**src/design/qrm_pkg.sv**
```systemverilog
// Shared types, constants and helpers of the qubit register measurement core.
`timescale 1ns / 1ps
package qrm_pkg;

    localparam int MAX_QUBITS = 10;
    localparam int DEPTH      = 1 << MAX_QUBITS;
    localparam int ADDR_W     = MAX_QUBITS;
    localparam int LEN_W      = ADDR_W + 1;
    localparam int AMP_W      = 32;
    localparam int FRAC_BITS  = 30;
    localparam int DVD_W      = AMP_W + FRAC_BITS;
    localparam int PROB_W     = 64;

    localparam logic [1:0] CMD_WRITE   = 2'd0;
    localparam logic [1:0] CMD_READ    = 2'd1;
    localparam logic [1:0] CMD_MEASALL = 2'd2;
    localparam logic [1:0] CMD_MEASONE = 2'd3;

    localparam logic REG_QUBIT_COUNT = 1'b0;
    localparam logic REG_COMPLEX     = 1'b1;

    localparam logic [AMP_W-1:0] AMP_ONE = 32'h4000_0000;

    // Status of an iterative arithmetic unit.
    typedef struct packed {
        logic busy;
        logic done;
    } unit_stat_t;

    function automatic logic [AMP_W-1:0] amp_mag(input logic [AMP_W-1:0] a);
        amp_mag = a[AMP_W-1] ? (~a + 32'd1) : a;
    endfunction

    // Restores the sign of a scaled magnitude and saturates to the Q1.30 word.
    function automatic logic [AMP_W-1:0] sat_scale(input logic neg,
                                                   input logic [DVD_W-1:0] q);
        logic [AMP_W-1:0] m;
        if (neg) begin
            m = (q > 62'h8000_0000) ? 32'h8000_0000 : q[AMP_W-1:0];
            sat_scale = 32'd0 - m;
        end else begin
            sat_scale = (q > 62'h7FFF_FFFF) ? 32'h7FFF_FFFF : q[AMP_W-1:0];
        end
    endfunction

endpackage

```
**src/design/qrm_sqrt.sv**
```systemverilog
// Integer square root of a 64-bit probability, two radicand bits per cycle.
`timescale 1ns / 1ps
module qrm_sqrt (
    input  logic                        aclk,
    input  logic                        aresetn,
    input  logic                        start,
    input  logic [qrm_pkg::PROB_W-1:0]  radicand,
    output qrm_pkg::unit_stat_t         stat,
    output logic [qrm_pkg::AMP_W-1:0]   root
);
    import qrm_pkg::*;

    logic              busy_reg, busy_next;
    logic              done_reg, done_next;
    logic [PROB_W-1:0] x_reg, x_next;
    logic [PROB_W-1:0] res_reg, res_next;
    logic [PROB_W-1:0] bit_reg, bit_next;
    logic [PROB_W-1:0] trial;

    assign trial = res_reg + bit_reg;

    always_comb begin
        busy_next = busy_reg;
        done_next = 1'b0;
        x_next    = x_reg;
        res_next  = res_reg;
        bit_next  = bit_reg;
        if (start && !busy_reg) begin
            busy_next = 1'b1;
            x_next    = radicand;
            res_next  = '0;
            bit_next  = {2'b01, {(PROB_W-2){1'b0}}};
        end else if (busy_reg) begin
            if (x_reg >= trial) begin
                x_next   = x_reg - trial;
                res_next = (res_reg >> 1) + bit_reg;
            end else begin
                res_next = res_reg >> 1;
            end
            bit_next = bit_reg >> 2;
            if (bit_reg[0]) begin
                busy_next = 1'b0;
                done_next = 1'b1;
            end
        end
    end

    always_ff @(posedge aclk) begin
        if (!aresetn) begin
            busy_reg <= 1'b0;
            done_reg <= 1'b0;
        end else begin
            busy_reg <= busy_next;
            done_reg <= done_next;
        end
        x_reg   <= x_next;
        res_reg <= res_next;
        bit_reg <= bit_next;
    end

    assign stat.busy = busy_reg;
    assign stat.done = done_reg;
    assign root      = res_reg[AMP_W-1:0];

endmodule

```
**config.mk**
```make
export PLATFORM = sky130hd
export DESIGN_NAME = qrm_sqrt
export DESIGN_NICKNAME = d
export VERILOG_FILES = /design/src/design/qrm_pkg.sv /design/src/design/qrm_sqrt.sv
export SDC_FILE = /design/constraint.sdc
export NUM_CORES = 1
export LEC_CHECK = 0
export BUFFER_PORTS_ARGS = -buffer_cell sky130_fd_sc_hd__buf_4
export CAP_MARGIN = 5
export CORE_ASPECT_RATIO = 0.75
export CORE_MARGIN = 5
export CORE_UTILIZATION = 35
export CTS_CLUSTER_SIZE = 16
export DETAILED_ROUTE_END_ITERATION = 8
export HOLD_SLACK_MARGIN = 0.08
export PLACE_DENSITY_LB_ADDON = 0.2
export SYNTH_ARGS = -nofsm -noshare
export SYNTH_HDL_FRONTEND = slang
export SYNTH_SLANG_ARGS = --single-unit
```
**constraint.sdc**
```tcl
create_clock -name aclk -period 17.7 [get_ports aclk]
set_input_delay 1.77 -clock aclk [delete_from_list [all_inputs] [get_ports aclk]]
set_output_delay 1.77 -clock aclk [all_outputs]
set_load 0.01 [all_outputs]
```
==> metrics.txt <==
P_sw 975 uW; Critical Path Source Type register; Worst-Skew Late Latency 0.47 ns; Initial Utilization between 30% and 40%; Max Buffers Root-to-Sink 2; top_reg_cell synth dfxtp_1; post-route ant nets 0; required time worst endpoint 17.79 ns; Syn Nets ~2,200; Non-Filler Cell Area, Final 0.0167 mm2; Fmax achieved ~0.14 GHz; outcome finished, final reports clean; power per cell area about 130 mW/mm2; Reg area roughly 0.0039 mm2; die area slightly below 0.05 mm2; clock sink count 162; Sequential Power Share approximately a quarter; Post-Layout Cell Count between 2,000 and 3,000; clk slew on worst S/H paths about 0.080 ns; Inserted Diodes 0; core box area around 0.043 mm2; Avg Synthesized Cell Area just under 8 um2; reg2reg end x_reg[14]$_DFFE_PP_; Synth cell types between 80 and 90; setup_tns 0 ns; max cap viols 0; Final Hold Fails 0; sequential fraction of the synthesis area roughly 25%; worst-path maximum fanout 64; TritonCTS Buffers 17; routed vias roughly 15,000; Die Ht about 190 um; Hold Crit Class reg2reg; peak supply drop roughly 76 uV; placed cells approximately 2,500; GPL Wtd Cong ~0.9; DP Wirelength about 37,000 um; CTS tree built; area of the multi-input gates roughly 0.011 mm2; layout cells sized above 1 a little over 9%; Nets 2,161; Mapped Area approximately 0.015 mm2; clock share of power about 18%; H-tree levels 4; CTS resizes 0; io pins 101; vias per std cell approximately 5.8; Total Wirelength between 40,000 and 50,000 um; worst reg-to-reg path cell count 25; Seq cells post-synth around 160; Ys Warns 0; initial antenna violation count 0; start of the worst register-to-register path res_reg[4]$_SDFFE_PP0P_; fill cell count about 4,500; die width roughly 250 um; Critical Path AT approximately 7.4 ns; largest net degree at the start of global routing 79; most frequent cells in the layout 267 x nand2_1, 169 x o21ai_0, 167 x a21oi_1; grt total ovfl 0; Synth async-reset ratio 0%; Total GRT Usage roughly a fifth; # hold bufs at CTS 0; Final setup viols 0; Min Clock Period, post-route around 7.3 ns; root buffer cell clkbuf_16; area grow syn2layout 9.22%; hold path startpoint res_reg[0]$_SDFFE_PP0P_; TritonRoute pass-1 iters 6; most common cell after layout, fill and taps aside nand2_1; Gate power share a little under three fifths; Setup crit end kind register; Post-synth EDFFs 64; Hold Path Stages 2; R2R setup slack around 10 ns; Final Util between 30% and 40%; Tightest Pin Transition 0.941 ns; static leakage between 6 and 7 nW; Area after DPL between 0.015 and 0.02 mm2; Post-Route Skew 0.0155 ns; Post-route DRC 0; postcts setup bufs 0; Power Total 2.14 mW; IO buf count 100; Initial DRC Count around 1,700; Cell Rows 66; Slew headroom 37.3%; wire length per cell around 19 um; Period Utilization, post-route roughly two fifths; hold endpoint res_reg[0]$_SDFFE_PP0P_; first-pass GRT wire length about 77,000 um; sw frac a little under half; Int Pwr 1.16 mW; vias in the first global route around 13,000; Max Slew Vio Count 0; unrepaired setup endpoints after global routing false; WS Path Type reg2reg; Post-Synthesis Cells approximately 2,000
-- critical path, cell delays in order (launching register included) --
cell and delay, ns:
dfxtp_1 0.39, ha_1 0.37, a21oi_1 0.13, o31ai_1 0.52, a21oi_2 0.18, o21ai_2 0.24, a2bb2oi_1 0.11, o41a_1 0.43
o311ai_4 0.34, a21oi_1 0.15, o21bai_1 0.17, xnor2_1 0.15, ha_1 0.44, a21o_1 0.17, a31o_1 0.22, a221o_1 0.20
a21oi_2 0.07, o21a_1 0.22, o211ai_2 0.20, a311oi_4 0.06, buf_4 0.27, nor2_4 0.13, buf_4 0.55, nand2_1 0.29
nand2_2 0.13, buf_4 0.69
-- worst max-delay path by stage --
stage / cells past startpoint / startpoint / to / slack, ns
2_1_floorplan: 23 / res_reg[4]$_SDFFE_PP0P_ / x_reg[0]$_DFFE_PP_ / 10.96
3_3_place_gp: 25 / res_reg[4]$_SDFFE_PP0P_ / x_reg[16]$_DFFE_PP_ / 10.62
3_5_place_dp: 25 / res_reg[4]$_SDFFE_PP0P_ / x_reg[16]$_DFFE_PP_ / 10.48
4_1_cts: 25 / res_reg[4]$_SDFFE_PP0P_ / x_reg[16]$_DFFE_PP_ / 10.44
5_1_grt: 25 / bit_reg[0]$_SDFFE_PP0P_ / x_reg[14]$_DFFE_PP_ / 9.96
6_report: 25 / res_reg[4]$_SDFFE_PP0P_ / x_reg[14]$_DFFE_PP_ / 10.42
-- metal layers --
| layer | vias to the layer above | share of wire, % | global-route usage (%) |
|---|---|---|---|
| met2 | 491 | 38 | 26.6 |
| met5 | - | 0 | 0 |
| met1 | 6952 | 54 | 32.8 |
| li1 | 7217 | - | - |
| met4 | 0 | 1.1 | 3.42 |
| met3 | 30 | 7.0 | 4.04 |
-- power groups by stage --
stage                     clock network [mW]  logic, mW  registers (mW)
after CTS                              0.396       1.17           0.557
after detailed placement                   0       1.17           0.561
final                                  0.388       1.19           0.559
after floorplan                            0      0.910           0.537
after global routing                   0.414       1.31           0.565
after global placement                     0       1.16           0.564
-- area by class of cell --
cell class                 count  area share, %
multi-input combinational   1629           63.0
sequential                   162           23.3
timing repair buffer         109           4.90
tap                          578           4.33
clock buffer                  19           2.71
inverter                      44          0.988
clock inverter                13          0.794
-- cell usage after synthesis, types with 4 or more instances --
cell	number	area [um2]
nand4_1	49	307
dfxtp_1	98	1960
a21oi_1	168	841
o21a_1	14	105
nand4b_1	6	52.6
o2111ai_1	4	35.0
or4_1	6	45.0
o21ai_1	6	30.0
buf_1	7	26.3
mux2i_1	23	230
nor2b_1	19	119
xor2_1	67	587
and2_1	18	113
and3_1	16	100
o211ai_1	16	120
and4_1	7	61.3
nand3_1	40	200
nor3b_1	7	52.6
o22ai_1	8	50.1
inv_1	43	161
nor3_1	45	225
buf_2	17	85.1
a31oi_1	68	425
buf_4	37	278
nand2b_1	12	75.1
o21bai_1	30	225
clkbuf_1	94	353
ha_1	130	1630
a41oi_1	4	35.0
a21boi_0	6	45.0
edfxtp_1	64	1920
a31o_2	14	123
o31ai_1	16	120
o21ai_0	169	846
a211oi_1	19	143
nor2_1	141	529
a21o_1	52	390
nor4_1	7	43.8
or3_1	9	56.3
nand2_1	269	1010
xnor2_1	93	815
a32oi_1	9	78.8
-- logic make-up (layout without fill, tap and decap cells) --
| group | count (synthesis) | after routing | synth area share [%] |
|---|---|---|---|
| AOI/OAI and AO/OA | 652 | 652 | 27.0 |
| xor gates and xnor gates | 160 | 160 | 9.16 |
| adders and majority gates | 131 | 131 | 10.8 |
| buffers and inverters | 200 | 185 | 5.96 |
| DFF | 162 | 162 | 25.4 |
| muxes | 24 | 24 | 1.58 |
| and+or+nand+nor | 662 | 662 | 20.1 |
-- metrics by stage --
stage	hold WS [ns]	setup slack (ns)
detailed placement	0.481	10.48
floorplan	0.454	10.96
global route	0.545	9.96
finish	0.491	10.42
CTS	0.494	10.44
global placement	0.477	10.62
Note: power is estimated with default switching activity, not from simulation.
