File: config.mk
export PLATFORM = sky130hd
export DESIGN_NAME = qrm_div
export DESIGN_NICKNAME = d
export VERILOG_FILES = /design/src/design/qrm_pkg.sv /design/src/design/qrm_div.sv
export SDC_FILE = /design/constraint.sdc
export NUM_CORES = 1
export LEC_CHECK = 0
export BUFFER_PORTS_ARGS = -buffer_cell sky130_fd_sc_hd__buf_2
export CORE_UTILIZATION = 40
export DETAILED_ROUTE_END_ITERATION = 16
export PLACE_DENSITY = 0.64
export SLEW_MARGIN = 40
export SYNTH_ARGS = -nofsm -noshare
export SYNTH_HDL_FRONTEND = slang
export SYNTH_SLANG_ARGS = --single-unit
File: constraint.sdc
create_clock -name aclk -period 3.1 [get_ports aclk]
set_clock_uncertainty 0.05 [all_clocks]
set_input_delay 0.62 -clock aclk [delete_from_list [all_inputs] [get_ports aclk]]
set_output_delay 0.62 -clock aclk [all_outputs]
set_load 0.01 [all_outputs]
File: src/design/qrm_pkg.sv
// Shared types, constants and helpers of the qubit register measurement core.
`timescale 1ns / 1ps
package qrm_pkg;

    localparam int MAX_QUBITS = 10;
    localparam int DEPTH      = 1 << MAX_QUBITS;
    localparam int ADDR_W     = MAX_QUBITS;
    localparam int LEN_W      = ADDR_W + 1;
    localparam int AMP_W      = 32;
    localparam int FRAC_BITS  = 30;
    localparam int DVD_W      = AMP_W + FRAC_BITS;
    localparam int PROB_W     = 64;

    localparam logic [1:0] CMD_WRITE   = 2'd0;
    localparam logic [1:0] CMD_READ    = 2'd1;
    localparam logic [1:0] CMD_MEASALL = 2'd2;
    localparam logic [1:0] CMD_MEASONE = 2'd3;

    localparam logic REG_QUBIT_COUNT = 1'b0;
    localparam logic REG_COMPLEX     = 1'b1;

    localparam logic [AMP_W-1:0] AMP_ONE = 32'h4000_0000;

    // Status of an iterative arithmetic unit.
    typedef struct packed {
        logic busy;
        logic done;
    } unit_stat_t;

    function automatic logic [AMP_W-1:0] amp_mag(input logic [AMP_W-1:0] a);
        amp_mag = a[AMP_W-1] ? (~a + 32'd1) : a;
    endfunction

    // Restores the sign of a scaled magnitude and saturates to the Q1.30 word.
    function automatic logic [AMP_W-1:0] sat_scale(input logic neg,
                                                   input logic [DVD_W-1:0] q);
        logic [AMP_W-1:0] m;
        if (neg) begin
            m = (q > 62'h8000_0000) ? 32'h8000_0000 : q[AMP_W-1:0];
            sat_scale = 32'd0 - m;
        end else begin
            sat_scale = (q > 62'h7FFF_FFFF) ? 32'h7FFF_FFFF : q[AMP_W-1:0];
        end
    endfunction

endpackage

File: src/design/qrm_div.sv
// Restoring divider, one quotient bit per cycle, for amplitude rescaling.
`timescale 1ns / 1ps
module qrm_div (
    input  logic                       aclk,
    input  logic                       aresetn,
    input  logic                       start,
    input  logic [qrm_pkg::DVD_W-1:0]  dividend,
    input  logic [qrm_pkg::AMP_W-1:0]  divisor,
    output qrm_pkg::unit_stat_t        stat,
    output logic [qrm_pkg::DVD_W-1:0]  quotient
);
    import qrm_pkg::*;

    logic [5:0]       cnt_reg, cnt_next;
    logic             busy_reg, busy_next;
    logic             done_reg, done_next;
    logic [AMP_W-1:0] rem_reg, rem_next;
    logic [DVD_W-1:0] quo_reg, quo_next;
    logic [AMP_W-1:0] dvs_reg, dvs_next;
    logic [AMP_W:0]   trial;

    assign trial = {rem_reg, quo_reg[DVD_W-1]};

    always_comb begin
        cnt_next  = cnt_reg;
        busy_next = busy_reg;
        done_next = 1'b0;
        rem_next  = rem_reg;
        quo_next  = quo_reg;
        dvs_next  = dvs_reg;
        if (start && !busy_reg) begin
            busy_next = 1'b1;
            cnt_next  = 6'(DVD_W - 1);
            rem_next  = '0;
            quo_next  = dividend;
            dvs_next  = divisor;
        end else if (busy_reg) begin
            // The remainder stays below the divisor, so it fits one word.
            if (trial >= {1'b0, dvs_reg}) begin
                rem_next = AMP_W'(trial - {1'b0, dvs_reg});
                quo_next = {quo_reg[DVD_W-2:0], 1'b1};
            end else begin
                rem_next = trial[AMP_W-1:0];
                quo_next = {quo_reg[DVD_W-2:0], 1'b0};
            end
            cnt_next = cnt_reg - 6'd1;
            if (cnt_reg == 6'd0) begin
                busy_next = 1'b0;
                done_next = 1'b1;
            end
        end
    end

    always_ff @(posedge aclk) begin
        if (!aresetn) begin
            busy_reg <= 1'b0;
            done_reg <= 1'b0;
            cnt_reg  <= '0;
        end else begin
            busy_reg <= busy_next;
            done_reg <= done_next;
            cnt_reg  <= cnt_next;
        end
        rem_reg <= rem_next;
        quo_reg <= quo_next;
        dvs_reg <= dvs_next;
    end

    assign stat.busy = busy_reg;
    assign stat.done = done_reg;
    assign quotient  = quo_reg;

endmodule

==> results.json <==
{
  "status": "finished, final reports clean",
  "placed_area_mm2": 0.00805,
  "die_y_um": 134,
  "p_seq_share_pct": 34.6,
  "drive_above_1_share_pct": 35.3,
  "grt.total_usage_pct": 19.2,
  "p_clk_share_pct": 28.5,
  "start_util_pct": 41.6,
  "max_stage_delay_ns": 0.39,
  "hpwlAfterDp_um": 11900,
  "grt_start_max_net_pins": 74,
  "maxCapViolCount": 0,
  "io_pins": 161,
  "postRouteAntennaNets": 0,
  "yosysWarnings": 0,
  "grt_pass1_vias": 5464,
  "switching_share_pct": 35.3,
  "p_int_mw": 4.81,
  "coreArea_mm2": 0.0168,
  "place_congestion": 0.836,
  "syn_avg_cell_area_um2": 11.3,
  "totalWireLength_um": 16600,
  "synth-seq-cells": 134,
  "rsz0062_at_grt": "no",
  "p_sw_mw": 2.62,
  "fmax_ghz": 0.348,
  "drc_errors": 0,
  "cts_tree": "done",
  "layout.nets": 907,
  "async_flop_share_pct": 0,
  "final_max_slew_viol_count": 0,
  "slowest_stage": "or3_1",
  "place_ws_ns": 0.216,
  "comb_power_share_pct": 37.0,
  "grt_pass1_wl_um": 27100,
  "place_inst": 977,
  "clock-sinks": 134,
  "drt_iter0_drc": 295,
  "synthesis.area_mm2": 0.00699,
  "vdd_drop_max_v": 0.000485,
  "syn_nets": 747,
  "grt-ovfl-total": 0,
  "worst_slack_ns": 0.229,
  "setup_viol": 0,
  "hp-class": "in2reg",
  "path_cells": "inv_1 -> ha_2 -> and4_1 -> nand4_1 -> a211oi_1 -> o21ai_1 -> o21ba_1 -> o31a_1 -> nand2b_4 -> or3_1 -> nand2_1",
  "yosysSeqAreaShare_pct": 51.8,
  "largest_register_ffs": 62,
  "io_buffers": 160,
  "power_density_mw_per_mm2": 857,
  "drtPass1Iterations": 4,
  "layout_min_cycle_time_ns": 2.87,
  "antenna_found_initial": 0,
  "crit_required_ns": 3.41,
  "via_per_inst": 5.24,
  "total_leakage_power_nw": 3.76,
  "clk_pin_slew_worst_paths_ns": 0.07,
  "nFillCells": 1594,
  "clockBufferDepth": 2,
  "max-slew-margin-rel_pct": 47.6,
  "crit_path_end_kind": "flop",
  "multi_input_area_mm2": 0.00308,
  "vias": 5281,
  "stdcell_area_mm2": 0.00867,
  "rrSetupSlack_ns": 0.23,
  "register_area_mm2": 0.00362,
  "dieArea_mm2": 0.0180,
  "tns_ns": 0,
  "fin_cells": 1008,
  "clock_tree.root_cell": "clkbuf_16",
  "routedWlPerCell_um": 16.5,
  "critPathLaunchType": "flop",
  "hold_viol_final": 0,
  "yosys_most_used_dff": "edfxtp_1",
  "worst-setup-path-type": "reg2reg",
  "area_growth_pct": 24.1,
  "worst_slew_pin_slew_ns": 0.786,
  "ys_types": 56,
  "htreeDepth": 4,
  "cts_buffers": 17,
  "cp_max_fo": 8,
  "fin_crit_sh_pct": 92.6,
  "synth_edf_count": 94,
  "final_core_util_pct": 51.6,
  "die_w_um": 134,
  "ctsHoldBuffers": 0,
  "clk_latency_ns": 0.42,
  "core.rowCount": 47,
  "num_antenna_cells": 0,
  "synthCells": 616,
  "cp.arrival_ns": 3.18
}
[Yosys cell counts, drive strengths merged (2+ instances only)]
| cell type | instances | area share (%) |
|---|---|---|
| nand2 | 45 | 2.4 |
| and3 | 3 | 0.27 |
| o221ai | 3 | 0.38 |
| nand4 | 9 | 0.81 |
| dfxtp | 40 | 11 |
| o21a | 4 | 0.43 |
| xnor2 | 10 | 1.3 |
| nand3 | 8 | 0.57 |
| a22oi | 5 | 0.54 |
| a211oi | 8 | 0.86 |
| o211ai | 2 | 0.21 |
| nor2 | 15 | 0.81 |
| nand2b | 5 | 0.55 |
| clkbuf | 26 | 1.4 |
| a311oi | 2 | 0.25 |
| a21boi | 4 | 0.43 |
| a31oi | 5 | 0.45 |
| nor4 | 2 | 0.18 |
| a22o | 22 | 2.8 |
| o31ai | 3 | 0.32 |
| mux2 | 62 | 10 |
| edfxtp | 94 | 40 |
| and2 | 3 | 0.27 |
| inv | 43 | 2.3 |
| ha | 33 | 5.9 |
| o21ba | 2 | 0.29 |
| and4 | 3 | 0.38 |
| nor3 | 8 | 0.57 |
| buf | 7 | 0.61 |
| xor2 | 19 | 2.4 |
| a21oi | 38 | 2.7 |
| a32oi | 5 | 0.63 |
| nor2b | 2 | 0.18 |
| o21ai | 42 | 3.0 |
| a21o | 19 | 2.0 |
[power groups by stage]
stage	sequential, mW	clock [mW]	combinational, mW
floorplan	2.59	0	1.96
global placement	2.58	0	2.67
detailed placement	2.59	0	2.71
CTS	2.57	2.17	2.73
global route	2.61	2.24	3.06
finish	2.57	2.11	2.75
[per-layer routing]
metal	track usage, %	vias to the layer above	wire length, µm
met1	23.8	2482	7300
met4	6.18	0	199
met2	31.0	167	7950
met5	0	-	0
met3	6.99	16	1200
li1	-	2616	-
[cell type report]
| cell class | instances | area share [%] |
|---|---|---|
| Timing Repair Buffer | 174 | 10.6 |
| Tap cell | 220 | 3.17 |
| Clock inverter | 14 | 2.16 |
| Clock buffer | 17 | 4.90 |
| Sequential cell | 134 | 41.8 |
| Multi-Input combinational cell | 406 | 35.5 |
| Inverter | 43 | 1.86 |
[critical path, delay by kind of cell, from the launching register on]
family | cells | cell delay (ns)
compound gates | 4 | 0.93
flops | 1 | 0.33
simple gates | 5 | 1.09
fa+ha+maj | 1 | 0.38
buf+inv | 1 | 0.05
[worst paths after layout]
| kind | start | to | cells past startpoint |
|---|---|---|---|
| setup / recovery | dvs_reg[12] | rem_reg[20] | 11 |
| hold / removal | divisor[6] | dvs_reg[6] | 1 |
| setup reg to reg | dvs_reg[12] | rem_reg[20] | 11 |
| hold reg to reg | cnt_reg[3] | cnt_reg[3] | 1 |
[cell usage in the layout, fill, tap and decap left out, drive strengths merged, types with 4 or more instances in the layout]
cell type and n:
a32oi 5, edfxtp 94, nand2 45, xor2 19, a21boi 4, o21a 4, inv 51, nor2 15
nand2b 5, xnor2 10, a21o 19, o21ai 42, dfxtp 40, a211oi 8, a31oi 5, a21oi 38
clkbuf 17, nor3 8, nand4 9, mux2 62, ha 33, a22o 22, nand3 8, buf 174
a22oi 5
[logic make-up (layout without fill, tap and decap cells)]
kind of cell | Yosys count | count (layout) | share of synthesized area (%)
XOR/XNOR | 29 | 29 | 3.63
multiplexers | 63 | 63 | 10.1
adder cells (fa/ha/maj) | 34 | 34 | 6.19
AO/OA/AOI/OAI | 172 | 172 | 16.3
buffers and inverters | 76 | 248 | 4.31
AND/OR/NAND/NOR | 108 | 108 | 7.55
flip-flops | 134 | 134 | 51.8
[through the flow]
stage          hold WS [ns]  total power, mW
5_1_grt               0.302             7.92
6_report              0.324             7.43
2_1_floorplan         0.402             4.55
3_3_place_gp          0.417             5.25
4_1_cts               0.302             7.46
3_5_place_dp          0.441             5.30
[what timing repair did]
| item | CTS | global route |
|---|---|---|
| setup buffers | 0 | 0 |
| endpoints found under the setup margin | 0 | 3 |
| resized for setup | 0 | 5 |
No activity file was read; power rests on OpenSTA's default activity.
